File: config.mk
export PLATFORM = sky130hd
export DESIGN_NAME = izh_ctrl
export DESIGN_NICKNAME = d
export VERILOG_FILES = /design/src/rtl/core/izhikevich_neuron_update_unit_assert.svh /design/src/rtl/core/izh_pkg.sv /design/src/rtl/core/izh_ctrl.sv
export SDC_FILE = /design/constraint.sdc
export NUM_CORES = 1
export LEC_CHECK = 0
export ABC_AREA = 1
export BUFFER_PORTS_ARGS = -buffer_cell sky130_fd_sc_hd__buf_2
export CAP_MARGIN = 20
export CORE_MARGIN = 10
export CORE_UTILIZATION = 40
export CTS_CLUSTER_SIZE = 30
export DETAILED_ROUTE_END_ITERATION = 12
export PLACE_DENSITY = 0.58
export SLEW_MARGIN = 20
export SYNTH_ARGS = -nofsm -noshare
export SYNTH_HDL_FRONTEND = slang
export SYNTH_SLANG_ARGS = --single-unit
File: constraint.sdc
create_clock -name clk_i -period 3.4 [get_ports clk_i]
set_input_delay 0.85 -clock clk_i [delete_from_list [all_inputs] [get_ports clk_i]]
set_output_delay 0.85 -clock clk_i [all_outputs]
set_load 0.02 [all_outputs]
File: src/rtl/core/izhikevich_neuron_update_unit_assert.svh
// Assertion macros for the Izhikevich neuron update unit.
// Used by the top level only; needs no package.
`ifndef IZHIKEVICH_NEURON_UPDATE_UNIT_ASSERT_SVH
`define IZHIKEVICH_NEURON_UPDATE_UNIT_ASSERT_SVH

// Same-cycle implication, checked outside reset.
`define IZH_ASSERT_IMPL(lbl, clk, rstn, ante, cons) \
  lbl: assert property (@(posedge clk) disable iff (!rstn) (ante) |-> (cons)) \
    else $error("izh assertion failed");

// Next-cycle implication, checked outside reset.
`define IZH_ASSERT_NEXT(lbl, clk, rstn, ante, cons) \
  lbl: assert property (@(posedge clk) disable iff (!rstn) (ante) |=> (cons)) \
    else $error("izh assertion failed");

`endif

File: src/rtl/core/izh_pkg.sv
// Shared types, micro-program and constants of the Izhikevich neuron update unit.
// No dependencies.
`default_nettype none

package izh_pkg;

  typedef struct packed {
    logic               action;
    logic [9:0]         neuron_index;
    logic signed [31:0] drive_current;
    logic signed [31:0] ampa_level;
    logic signed [31:0] nmda_level;
    logic signed [31:0] gabaa_level;
    logic signed [31:0] gabab_level;
    logic signed [31:0] mult_factor;
    logic signed [31:0] param_a;
    logic signed [31:0] param_b;
    logic signed [31:0] param_c;
    logic signed [31:0] param_d;
  } izh_in_t;

  typedef struct packed {
    logic               spiked;
    logic signed [31:0] voltage_out;
    logic signed [31:0] recovery_out;
  } izh_out_t;

  typedef enum logic [2:0] {
    OP_ADD, OP_SUB, OP_MUL, OP_DIVI, OP_DIVF
  } izh_op_e;

  typedef enum logic [4:0] {
    SRC_V, SRC_R, SRC_ACC, SRC_X, SRC_Y, SRC_DV, SRC_THR, SRC_ZERO,
    SRC_ONE, SRC_K5, SRC_K60, SRC_K70, SRC_K80, SRC_K90, SRC_K140,
    SRC_K004, SRC_K01, SRC_AMPA, SRC_NMDA, SRC_GABAA, SRC_GABAB,
    SRC_MULT, SRC_BASE, SRC_PA, SRC_PB, SRC_PC, SRC_PD
  } izh_src_e;

  typedef enum logic [2:0] {
    DST_V, DST_R, DST_ACC, DST_X, DST_Y, DST_DV
  } izh_dst_e;

  typedef enum logic [3:0] {
    ST_IDLE, ST_IDX, ST_RD, ST_LD, ST_CHECK, ST_ISSUE, ST_WAIT, ST_BRANCH, ST_WRITE
  } izh_state_e;

  typedef struct packed {
    izh_op_e  op;
    izh_src_e sa;
    izh_src_e sb;
    izh_dst_e dst;
  } izh_uop_t;

  typedef struct packed {
    logic     load_item;
    logic     idx_step;
    logic     mem_re;
    logic     load_state;
    logic     start;
    izh_uop_t uop;
    logic     spike_clr;
    logic     spike_latch;
    logic     mem_we;
    logic     out_load;
  } izh_cmd_t;

  typedef struct packed {
    logic done;
    logic idx_big;
    logic v_lt_thr;
    logic v_gt_thr;
  } izh_status_t;

  localparam int unsigned PcW = 6;

  localparam logic [PcW-1:0] PC_INIT     = 6'd0;
  localparam logic [PcW-1:0] PC_INIT_END = 6'd1;
  localparam logic [PcW-1:0] PC_SUB      = 6'd2;
  localparam logic [PcW-1:0] PC_BRANCH   = 6'd29;
  localparam logic [PcW-1:0] PC_OVER     = 6'd30;
  localparam logic [PcW-1:0] PC_OVER_END = 6'd33;
  localparam logic [PcW-1:0] PC_FLAT     = 6'd34;
  localparam logic [PcW-1:0] PC_REC      = 6'd35;
  localparam logic [PcW-1:0] PC_SUB_END  = 6'd39;
  localparam logic [PcW-1:0] PC_SPK      = 6'd40;
  localparam logic [PcW-1:0] PC_SPK_END  = 6'd41;

  function automatic izh_uop_t uop(input izh_op_e o, input izh_dst_e d,
                                   input izh_src_e a, input izh_src_e b);
    izh_uop_t u;
    u.op  = o;
    u.sa  = a;
    u.sb  = b;
    u.dst = d;
    return u;
  endfunction

  // Micro-program: init, one Euler substep, and the spike reset.
  function automatic izh_uop_t izh_rom(input logic [PcW-1:0] pc);
    izh_uop_t u;
    unique case (pc)
      6'd0:    u = uop(OP_ADD,  DST_V,   SRC_PC,    SRC_ZERO);
      6'd1:    u = uop(OP_MUL,  DST_R,   SRC_PB,    SRC_PC);
      6'd2:    u = uop(OP_MUL,  DST_X,   SRC_AMPA,  SRC_V);
      6'd3:    u = uop(OP_SUB,  DST_ACC, SRC_ZERO,  SRC_X);
      6'd4:    u = uop(OP_ADD,  DST_X,   SRC_V,     SRC_K80);
      6'd5:    u = uop(OP_DIVI, DST_X,   SRC_X,     SRC_K60);
      6'd6:    u = uop(OP_MUL,  DST_Y,   SRC_X,     SRC_X);
      6'd7:    u = uop(OP_ADD,  DST_X,   SRC_Y,     SRC_ONE);
      6'd8:    u = uop(OP_DIVF, DST_Y,   SRC_Y,     SRC_X);
      6'd9:    u = uop(OP_MUL,  DST_X,   SRC_NMDA,  SRC_Y);
      6'd10:   u = uop(OP_MUL,  DST_X,   SRC_X,     SRC_V);
      6'd11:   u = uop(OP_SUB,  DST_ACC, SRC_ACC,   SRC_X);
      6'd12:   u = uop(OP_ADD,  DST_X,   SRC_V,     SRC_K70);
      6'd13:   u = uop(OP_MUL,  DST_X,   SRC_GABAA, SRC_X);
      6'd14:   u = uop(OP_SUB,  DST_ACC, SRC_ACC,   SRC_X);
      6'd15:   u = uop(OP_ADD,  DST_X,   SRC_V,     SRC_K90);
      6'd16:   u = uop(OP_MUL,  DST_X,   SRC_GABAB, SRC_X);
      6'd17:   u = uop(OP_SUB,  DST_ACC, SRC_ACC,   SRC_X);
      6'd18:   u = uop(OP_ADD,  DST_X,   SRC_ONE,   SRC_MULT);
      6'd19:   u = uop(OP_MUL,  DST_ACC, SRC_ACC,   SRC_X);
      6'd20:   u = uop(OP_ADD,  DST_ACC, SRC_ACC,   SRC_BASE);
      6'd21:   u = uop(OP_MUL,  DST_X,   SRC_K004,  SRC_V);
      6'd22:   u = uop(OP_MUL,  DST_X,   SRC_X,     SRC_V);
      6'd23:   u = uop(OP_MUL,  DST_Y,   SRC_V,     SRC_K5);
      6'd24:   u = uop(OP_ADD,  DST_DV,  SRC_X,     SRC_Y);
      6'd25:   u = uop(OP_ADD,  DST_DV,  SRC_DV,    SRC_K140);
      6'd26:   u = uop(OP_SUB,  DST_DV,  SRC_DV,    SRC_R);
      6'd27:   u = uop(OP_ADD,  DST_DV,  SRC_DV,    SRC_ACC);
      6'd28:   u = uop(OP_MUL,  DST_X,   SRC_DV,    SRC_K01);
      6'd29:   u = uop(OP_ADD,  DST_V,   SRC_V,     SRC_X);
      6'd30:   u = uop(OP_SUB,  DST_X,   SRC_THR,   SRC_V);
      6'd31:   u = uop(OP_ADD,  DST_X,   SRC_X,     SRC_DV);
      6'd32:   u = uop(OP_DIVF, DST_Y,   SRC_DV,    SRC_X);
      6'd33:   u = uop(OP_MUL,  DST_Y,   SRC_Y,     SRC_K01);
      6'd34:   u = uop(OP_ADD,  DST_Y,   SRC_K01,   SRC_ZERO);
      6'd35:   u = uop(OP_MUL,  DST_X,   SRC_PB,    SRC_V);
      6'd36:   u = uop(OP_SUB,  DST_X,   SRC_X,     SRC_R);
      6'd37:   u = uop(OP_MUL,  DST_X,   SRC_PA,    SRC_X);
      6'd38:   u = uop(OP_MUL,  DST_X,   SRC_X,     SRC_Y);
      6'd39:   u = uop(OP_ADD,  DST_R,   SRC_R,     SRC_X);
      6'd40:   u = uop(OP_ADD,  DST_V,   SRC_PC,    SRC_ZERO);
      6'd41:   u = uop(OP_ADD,  DST_R,   SRC_R,     SRC_PD);
      default: u = uop(OP_ADD,  DST_X,   SRC_ZERO,  SRC_ZERO);
    endcase
    return u;
  endfunction

endpackage

`default_nettype wire

File: src/rtl/core/izh_ctrl.sv
// Controller: sequences the micro-program over the datapath and runs the handshakes.
// Depends on izh_pkg.
`default_nettype none

module izh_ctrl import izh_pkg::*; #(
  parameter int unsigned EULER_SUBSTEPS = 10
) (
  input  wire logic        clk_i,
  input  wire logic        rst_ni,
  input  wire logic        in_valid_i,
  input  wire logic        in_action_i,
  output logic             in_stall_o,
  output logic             out_valid_o,
  input  wire logic        out_stall_i,
  input  wire izh_status_t status_i,
  output izh_cmd_t         cmd_o
);

  localparam int unsigned CW = $clog2(EULER_SUBSTEPS + 1);

  izh_state_e     state_q, state_d;
  logic [PcW-1:0] pc_q, pc_d;
  logic [CW-1:0]  cnt_q, cnt_d;
  logic           action_q;
  logic           out_valid_q, out_valid_d;

  always_comb begin
    state_d = state_q;
    pc_d    = pc_q;
    cnt_d   = cnt_q;
    unique case (state_q)
      ST_IDLE: begin
        if (in_valid_i) state_d = ST_IDX;
      end
      ST_IDX: begin
        if (!status_i.idx_big) begin
          if (action_q) begin
            pc_d    = PC_INIT;
            state_d = ST_ISSUE;
          end else begin
            state_d = ST_RD;
          end
        end
      end
      ST_RD: state_d = ST_LD;
      ST_LD: begin
        cnt_d   = '0;
        state_d = ST_CHECK;
      end
      ST_CHECK: begin
        if (cnt_q < CW'(EULER_SUBSTEPS) && status_i.v_lt_thr) begin
          pc_d    = PC_SUB;
          state_d = ST_ISSUE;
        end else if (!status_i.v_lt_thr) begin
          pc_d    = PC_SPK;
          state_d = ST_ISSUE;
        end else begin
          state_d = ST_WRITE;
        end
      end
      ST_ISSUE, ST_WAIT: begin
        if (status_i.done) begin
          if (pc_q == PC_INIT_END || pc_q == PC_SPK_END) begin
            state_d = ST_WRITE;
          end else if (pc_q == PC_BRANCH) begin
            state_d = ST_BRANCH;
          end else if (pc_q == PC_OVER_END) begin
            pc_d    = PC_REC;
            state_d = ST_ISSUE;
          end else if (pc_q == PC_SUB_END) begin
            cnt_d   = cnt_q + 1'b1;
            state_d = ST_CHECK;
          end else begin
            pc_d    = pc_q + 1'b1;
            state_d = ST_ISSUE;
          end
        end else begin
          state_d = ST_WAIT;
        end
      end
      // The new voltage is in its register now; pick the recovery step length.
      ST_BRANCH: begin
        pc_d    = status_i.v_gt_thr ? PC_OVER : PC_FLAT;
        state_d = ST_ISSUE;
      end
      ST_WRITE: begin
        if (!out_valid_q || !out_stall_i) state_d = ST_IDLE;
      end
      default: state_d = ST_IDLE;
    endcase
  end

  always_comb begin
    cmd_o             = '0;
    cmd_o.uop         = izh_rom(pc_q);
    unique case (state_q)
      ST_IDLE: begin
        cmd_o.load_item = in_valid_i;
        cmd_o.spike_clr = in_valid_i;
      end
      ST_IDX:   cmd_o.idx_step   = status_i.idx_big;
      ST_RD:    cmd_o.mem_re     = 1'b1;
      ST_LD:    cmd_o.load_state = 1'b1;
      ST_CHECK: begin
        cmd_o.spike_latch = !(cnt_q < CW'(EULER_SUBSTEPS) && status_i.v_lt_thr);
      end
      ST_ISSUE: cmd_o.start = 1'b1;
      ST_WAIT, ST_BRANCH: ;
      ST_WRITE: begin
        cmd_o.mem_we   = !out_valid_q || !out_stall_i;
        cmd_o.out_load = !out_valid_q || !out_stall_i;
      end
      default: ;
    endcase
  end

  always_comb begin
    out_valid_d = out_valid_q && out_stall_i;
    if (cmd_o.out_load) out_valid_d = 1'b1;
  end

  always_ff @(posedge clk_i or negedge rst_ni) begin
    if (!rst_ni) begin
      state_q     <= ST_IDLE;
      pc_q        <= '0;
      cnt_q       <= '0;
      action_q    <= 1'b0;
      out_valid_q <= 1'b0;
    end else begin
      state_q     <= state_d;
      pc_q        <= pc_d;
      cnt_q       <= cnt_d;
      out_valid_q <= out_valid_d;
      if (state_q == ST_IDLE && in_valid_i) action_q <= in_action_i;
    end
  end

  assign in_stall_o  = state_q != ST_IDLE;
  assign out_valid_o = out_valid_q;

endmodule

`default_nettype wire

# Yosys cells after proc, flatten, opt, wreduce, memory -nomap -nowiden
# Memory sizes are Yosys's and may differ from the RTL's.
# Cells that the tools add are included.
[totals] mem_count=1 reg_bits=16 mem_bits_ro=1024 out_inout_bits=27 inputBits=9
[classes] reduce_logical=16 order_cmp=1 eq_ne=24 muxes=37 add_sub_neg=2
[memory_table] name="(no name shown)" words=64 width=16 read_ports=1 rd_ports_with_merged_regs=0 wr=0 line="izh_pkg.sv:101" source="unique case (pc)"
[op_table] cell="2-to-1 mux 6 bit" count=10
[op_table] cell="2-to-1 mux 4 bit" count=12
[op_table] cell="case mux 4 bit (8 select lines)" count=1
[op_table] cell="case mux 6 bit (4 select lines)" count=1
[op_table] cell="equality test 6 bit, second input constant" count=3
[op_table] cell="!= test 2 bit, second input constant" count=9
[op_table] cell="equality test 4 x 3 -> 1 bit, second input constant" count=4
[op_table] cell="2-to-1 mux 1 bit" count=9
[op_table] cell="equality test 4 x 2 -> 1 bit, second input constant" count=2
[op_table] cell="case mux 4 bit (2 select lines)" count=1
[op_table] cell="AND reduction 8 bit" count=1
[op_table] cell="nonzero test 4 bit" count=2
[op_table] cell="adder 6 x 1 -> 6 bit, second input constant" count=1
[op_table] cell="equality test 6 x 1 -> 1 bit, second input constant" count=1
[op_table] cell="equality test 6 x 5 -> 1 bit, second input constant" count=1
[op_table] cell="!= test 3 bit, second input constant" count=2
[op_table] cell="AND reduction 6 bit" count=1
[op_table] cell="adder 4 x 1 -> 4 bit, second input constant" count=1
[op_table] cell="equality test 4 x 1 -> 1 bit, second input constant" count=1
[op_table] cell="equality test 4 bit, second input constant" count=1
[op_table] cell="zero test 4 bit" count=1
[op_table] cell="< comparator 4 bit, second input constant" count=1
[op_table] cell="2-to-1 mux 2 bit" count=2
[op_table] cell="logical AND 1 bit" count=3
[op_table] cell="other kinds (6)" count=9

# Logic depth before layout (Yosys ltp)
# Gate-level depths: netlist (run 1).
[logic_depth] word_depth=7 ltp_mapped=13 depth_no_buf=12

# Worst setup path after synthesis (run 1)
# OpenSTA, ideal clock, no wires.
[synth_path] path_kind="register to output" from="register pc_q[0]" to="output cmd_o[15] (netlist name)" setup_slack_ns=0.810 stages_incl_launch_ff=9 arrival_ns=1.740 required_time_ns=2.550 path_buffers=0 path_cell_list="dfrtp_1 inv_1 ha_1 inv_1 nor2_1 inv_1 nand2_1 a21oi_1 o31ai_1"
[synth_lines] element="start: declaration" line="izh_ctrl.sv:22" source="logic [PcW-1:0] pc_q, pc_d;"
[synth_lines] element="start signal: assignment" line="izh_ctrl.sv:131" source="pc_q <= pc_d;"
[synth_lines] element="end: declaration" line="izh_ctrl.sv:16" source="output izh_cmd_t cmd_o"

==> impl_metrics.ini, run 1 <==
[drt]
first_iter_violations = 291
route.met3.wl_um = 617
vias = 2456
routed.top_layer = met4
firstDrtPassIters = 5
wl_um = 6760
vias_per_cell = 5.54
wl_met1_um = 3150
wl_met2_um = 2910
drtAntennaViolNets = 0
drc_errors = 0
routedWlPerCell_um = 15.3

[critical_path]
crit_arrival_ns = 2.22
crit_start = pc_q[0]$_DFFE_PN0P_
crit_type = flop to output port
crit_top_cell = inv_1
path_buf_inv = 4
rr_startpoint = pc_q[1]$_DFFE_PN0P_
cp-start-kind = flop
crit_path_max_fanout = 8
cp.required_ns = 2.55
r2r_cells = 12
slowest_delay_ns = 0.50
crit_chain = inv_1, ha_1, inv_1, nand2_1, inv_1, o211ai_1, nand2_1, nand3_1, buf_2
endpoint_kind = output port
slowest_stage = dfrtp_1
cp.depth = 9
cp_top_family = buffers and inverters

[power_and_ir_drop]
powerDensity_nw_per_um2 = 1090
p_leak_nw = 1.26
ir_worst_vdd_mv = 0.422

[synth]
syn_nets = 367
synth_seq_cells = 16
yosysSeqAreaShare = 0.195
yosysWarningCount = 0
synth-edff-count = 0
synth.largest_area_cell = dfrtp_1
synthCells = 346
ys.flop_type = dfrtp_1
syn_avg_cell_area_um2 = 5.92
synthArstFlopShare = 1.00
synth.top_cells.by_area = dfrtp_1 20%, nand2_1 18%, nand3_1 9.8%
synth.distinct_cells = 29
synth_top_area_share = 0.195
syn-cell-area_um2 = 2050

[floorplanning]
row_count = 25
die_h_um = 91.6
dieWidth_um = 91.6
io_pins = 36
initial_utilization = 0.423
core_um2 = 4850
die-area_um2 = 8390

[final_layout]
syn_to_final_growth_pct = 13.1
fillers = 535
antennaDiodeCount = 0
nets = 398
drive_above_1_share = 0.168

[timing]
finalSetupTns_ns = 0
setup_viol = 0
fmax_ghz = 0.326
rsz0062_at_grt = false
final.period_utilization = 0.903
clock_skew_ns = 0.00123
worst_pin_slew_ns = 0.573
slew_headroom = 0.618
slew_violations = 0
hold_viol = 0
worst_slack_ns = 0.330
period_needed_ns = 3.07

[clock_network]
htree_num_levels = 1
postCtsSetupBuffers = 0
clockBufferDepth = 2
cts_sinks = 16
cts.reportedPaths.clkPinSlew_ns = 0.07
post_cts_resized = 0
clkLatencyLatePin_ns = 0.25
cts_tree = built
cts_root_buffer = clkbuf_8
cts_buffers = 3
hold_buffers = 0

[grt]
grt_max_degree = 20
grt_overflow = 0
grt_pass1_wl_um = 10900
antenna_found_initial = 0
grt_pass1_vias = 2176
track_usage = 0.152

[hold_path]
holdCritPathClass = flop to flop
holdPathStages = 2
hold_start = out_valid_o$_DFF_PN0_

[place]
portBuffers = 35
pre_cts_slack_ns = 0.644
dp_hpwl_um = 5280
gp_congestion = 0.990

[job]
maxCapViolations = 0

[status]
status = complete, no violations
-- synthesized netlist by cell type, drive strengths merged (7+ instances only) --
cell type  instances
o211ai             7
ha                12
a21oi             14
nand4              8
dfrtp             16
nand2            106
inv               40
o21ai             35
buf               12
nand3             40
nor2              37
-- registers in the layout, summed over array words and instances, names as in the netlist --
name / cells
pc_q: 6
action_q: 1
cnt_q: 4
out_valid_o: 1
state_q: 4
-- layout make-up --
type,count,area [um2],area share
inverters,41,154,0.0664
well taps,67,83.8,0.0362
multi-input cells,275,1410,0.609
flip-flops and latches,16,400,0.173
repair buffers,40,213,0.0918
clock buffers,4,55.1,0.0238
-- layout by cell type (no fill, tap or decap), types with 8 or more instances in the layout --
cell	n
buf_2	35
nand4_1	8
dfrtp_1	16
nand3_1	40
nor2_1	31
o21ai_0	30
a21oi_1	14
ha_1	12
nand2_1	99
inv_1	34
-- power breakdown --
part | switching [W] | total, W | internal [W]
sequential | 0.000112 | 0.000360 | 0.000247
clock | 0.0000698 | 0.000173 | 0.000103
combinational | 0.00137 | 0.00199 | 0.000619
total | 0.00155 | 0.00252 | 0.000970
-- metal layers --
layer	GRT usage	up-vias
li1	-	1203
met1	0.224	1104
met2	0.220	139
met3	0.0329	10
met4	0.0274	0
met5	0	-
-- path summary, 6_finish.rpt --
path,endpoint,slack [ns]
worst max-delay path,cmd_o[13],0.33
worst min-delay path,out_valid_o$_DFF_PN0_,0.50
worst max register to register,pc_q[5]$_DFFE_PN0P_,1.19
worst min register to register,out_valid_o$_DFF_PN0_,0.50
max in group asynchronous,pc_q[2]$_DFFE_PN0P_,2.60
min in group asynchronous,out_valid_o$_DFF_PN0_,0.51
-- cell families after synthesis --
group,Yosys count,synth area share
simple gates,195,0.425
compound gates,66,0.182
buf+inv,55,0.116
flops,16,0.195
fa+ha+maj,12,0.0733
xor+xnor,2,0.00855
-- through the flow --
stage / total power [W] / std cells / util / hold slack [ns] / cell area, um2
finish: 0.00252 / 443 / 0.478 / 0.498 / 2320
global route: 0.00274 / 443 / 0.478 / 0.520 / 2320
CTS: 0.00250 / 443 / 0.478 / 0.506 / 2320
detailed placement: 0.00232 / 439 / 0.467 / 0.489 / 2260
global placement: 0.00235 / 439 / 0.467 / 0.488 / 2260
floorplan: 0.00177 / 346 / - / 0.472 / 2050
-- worst reg2reg max path, cell delays in order (launching register included) --
cell	delay, ns
dfrtp_1	0.46
inv_1	0.19
ha_1	0.40
nand2_1	0.13
nor2_1	0.22
nand2_1	0.12
nand2_1	0.15
nand2_1	0.10
nand2_2	0.10
nor2_4	0.06
nand2_4	0.09
nand2_1	0.05
nand2_1	0.07
Note: power is estimated with default switching activity, not from simulation.
==> run 2, diff against run 1 <==
--- a/config.mk
+++ b/config.mk
@@ -9,10 +9,10 @@
 export BUFFER_PORTS_ARGS = -buffer_cell sky130_fd_sc_hd__buf_2
 export CAP_MARGIN = 20
 export CORE_MARGIN = 10
-export CORE_UTILIZATION = 40
+export CORE_UTILIZATION = 50
 export CTS_CLUSTER_SIZE = 30
 export DETAILED_ROUTE_END_ITERATION = 12
-export PLACE_DENSITY = 0.58
+export PLACE_DENSITY = 0.71
 export SLEW_MARGIN = 20
 export SYNTH_ARGS = -nofsm -noshare
 export SYNTH_HDL_FRONTEND = slang
==> run 2 against run 1 <==
Global-route usage rose by 3.4 points. Non-clock buffer count rose by 1. Hold slack barely moved. Count of clock-buffer cells in the layout did not move. Clock skew rose by 0.0022 ns. Core utilization rose by 10 points. Critical path depth fell by 3. Sequential power rose by 2%. Critical path type unchanged. Largest cell class unchanged.
==> impl_metrics.ini, run 2 (synthesized netlist as in run 1, its figures left out) <==
[place]
numPlacedInstances = 423
dp_hpwl_um = 5320
portBuffers = 35
gp_congestion = 1.04

[final_layout]
final_common_cell = nand2_1
fin_cells = 427
nets = 399
top_regs = pc_q: 6 flops, cnt_q: 4 flops, state_q: 4 flops
layout_common_cells = 99 x nand2_1, 40 x nand3_1, 35 x buf_2, 34 x inv_1, 31 x nor2_1
drive_above_1_share = 0.170
antennaDiodeCount = 0
top_register = pc_q
fin_util = 0.580
syn_to_final_growth_pct = 12.4
largest_register_ff_count = 6

[critical_path]
slowest_delay_ns = 0.56
crit_chain = clkinv_1, nand3_1, o221ai_1, nand2_1, o211ai_1, buf_2
endpoint_kind = output port
path_buf_inv = 2
crit_path_max_fanout = 18
slowest_stage = dfrtp_1
cp.required_ns = 2.55
cp_top_family = buffers and inverters
crit_arrival_ns = 2.22
reg2reg_slack_ns = 1.12
crit_type = flop to output port
cp-start-kind = flop

[drt]
wl_um = 6670
vias = 2492
firstDrtPassIters = 6
drtAntennaViolNets = 0
routedWlPerCell_um = 15.6
first_iter_violations = 385
drc_errors = 0
vias_per_cell = 5.84

[floorplanning]
die_h_um = 84.0
dieWidth_um = 84.0
initial_utilization = 0.516
die-area_um2 = 7060
row_count = 23
core_um2 = 3970
io_pins = 36

[timing]
worst_pin_slew_ns = 0.561
rsz0062_at_grt = false
fmax_ghz = 0.326
period_needed_ns = 3.07
setup_viol = 0
hold_viol = 0
slew_headroom = 0.626
final.period_utilization = 0.902
slew_violations = 0
clock_skew_ns = 0.00345
finalSetupTns_ns = 0

[grt]
grt_util_met2 = 0.320
grt_overflow = 0
use_met3 = 0.0234
grt_use_met1 = 0.211
grt_pass1_vias = 2392
antenna_found_initial = 0
grt_pass1_wl_um = 11200
track_usage = 0.186
top_usage_layer = met2
grt_max_degree = 20

[clock_network]
cts_buffers = 3
cts_tree = built
hold_buffers = 0
htree_num_levels = 1
post_cts_resized = 0
clockBufferDepth = 2
cts_root_buffer = clkbuf_8
clkLatencyLatePin_ns = 0.26
cts_sinks = 16
postCtsSetupBuffers = 0
cts.reportedPaths.clkPinSlew_ns = 0.06

[hold_path]
holdCritPathClass = input pin to asynchronous set/reset pin

[power_and_ir_drop]
powerDensity_nw_per_um2 = 1100
ir_worst_vdd_mv = 0.478
p_leak_nw = 1.26

[status]
status = complete, no violations

[job]
maxCapViolations = 0
-- run 2: cell count changes in the layout (fill, tap and decap cells not counted), sizes merged --
cell  change
buf       +1
-- run 2: metal layers --
| layer | share of wire | vias up |
|---|---|---|
| met5 | 0 | - |
| met4 | 0.060 | 0 |
| met3 | 0.080 | 40 |
| met2 | 0.47 | 148 |
| met1 | 0.39 | 1087 |
| li1 | - | 1217 |
-- run 2: per-stage QoR --
| stage | setup WS [ns] | power (W) | hold WS, ns | instance area [um2] |
|---|---|---|---|---|
| finish | 0.334 | 0.00253 | 0.498 | 2300 |
| global route | 0.197 | 0.00278 | 0.520 | 2300 |
| detailed placement | 0.683 | 0.00235 | 0.487 | 2250 |
| CTS | 0.401 | 0.00252 | 0.502 | 2300 |
| floorplan | 0.810 | 0.00177 | 0.472 | 2050 |
| global placement | 0.666 | 0.00236 | 0.479 | 2250 |
-- run 2: power breakdown --
part	internal [W]	switching, W	leakage [nW]
Clock	0.000103	0.0000660	0.0288
Sequential	0.000247	0.000120	0.215
Combinational	0.000626	0.00137	1.02
Total	0.000976	0.00156	1.26
-- run 2: final cells by class --
| cell class | instances | area (um2) |
|---|---|---|
| Sequential cell | 16 | 400 |
| Inverter | 41 | 154 |
| Fill cell | 399 | 1670 |
| Clock buffer | 4 | 55.1 |
| Timing Repair Buffer | 41 | 220 |
| Tap cell | 50 | 62.6 |
| Multi-Input combinational cell | 275 | 1410 |
-- run 2: path summary, 6_finish.rpt --
| path | startpoint | endpoint | cells past startpoint |
|---|---|---|---|
| min | rst_ni | pc_q[3]$_DFFE_PN0P_ | 1 |
| max | pc_q[3]$_DFFE_PN0P_ | cmd_o[10] | 6 |
| max in group asynchronous | rst_ni | pc_q[2]$_DFFE_PN0P_ | 1 |
| min in group clk_i | out_valid_o$_DFF_PN0_ | out_valid_o$_DFF_PN0_ | 2 |
| max reg2reg | pc_q[1]$_DFFE_PN0P_ | pc_q[5]$_DFFE_PN0P_ | 12 |
| min reg2reg | out_valid_o$_DFF_PN0_ | out_valid_o$_DFF_PN0_ | 2 |
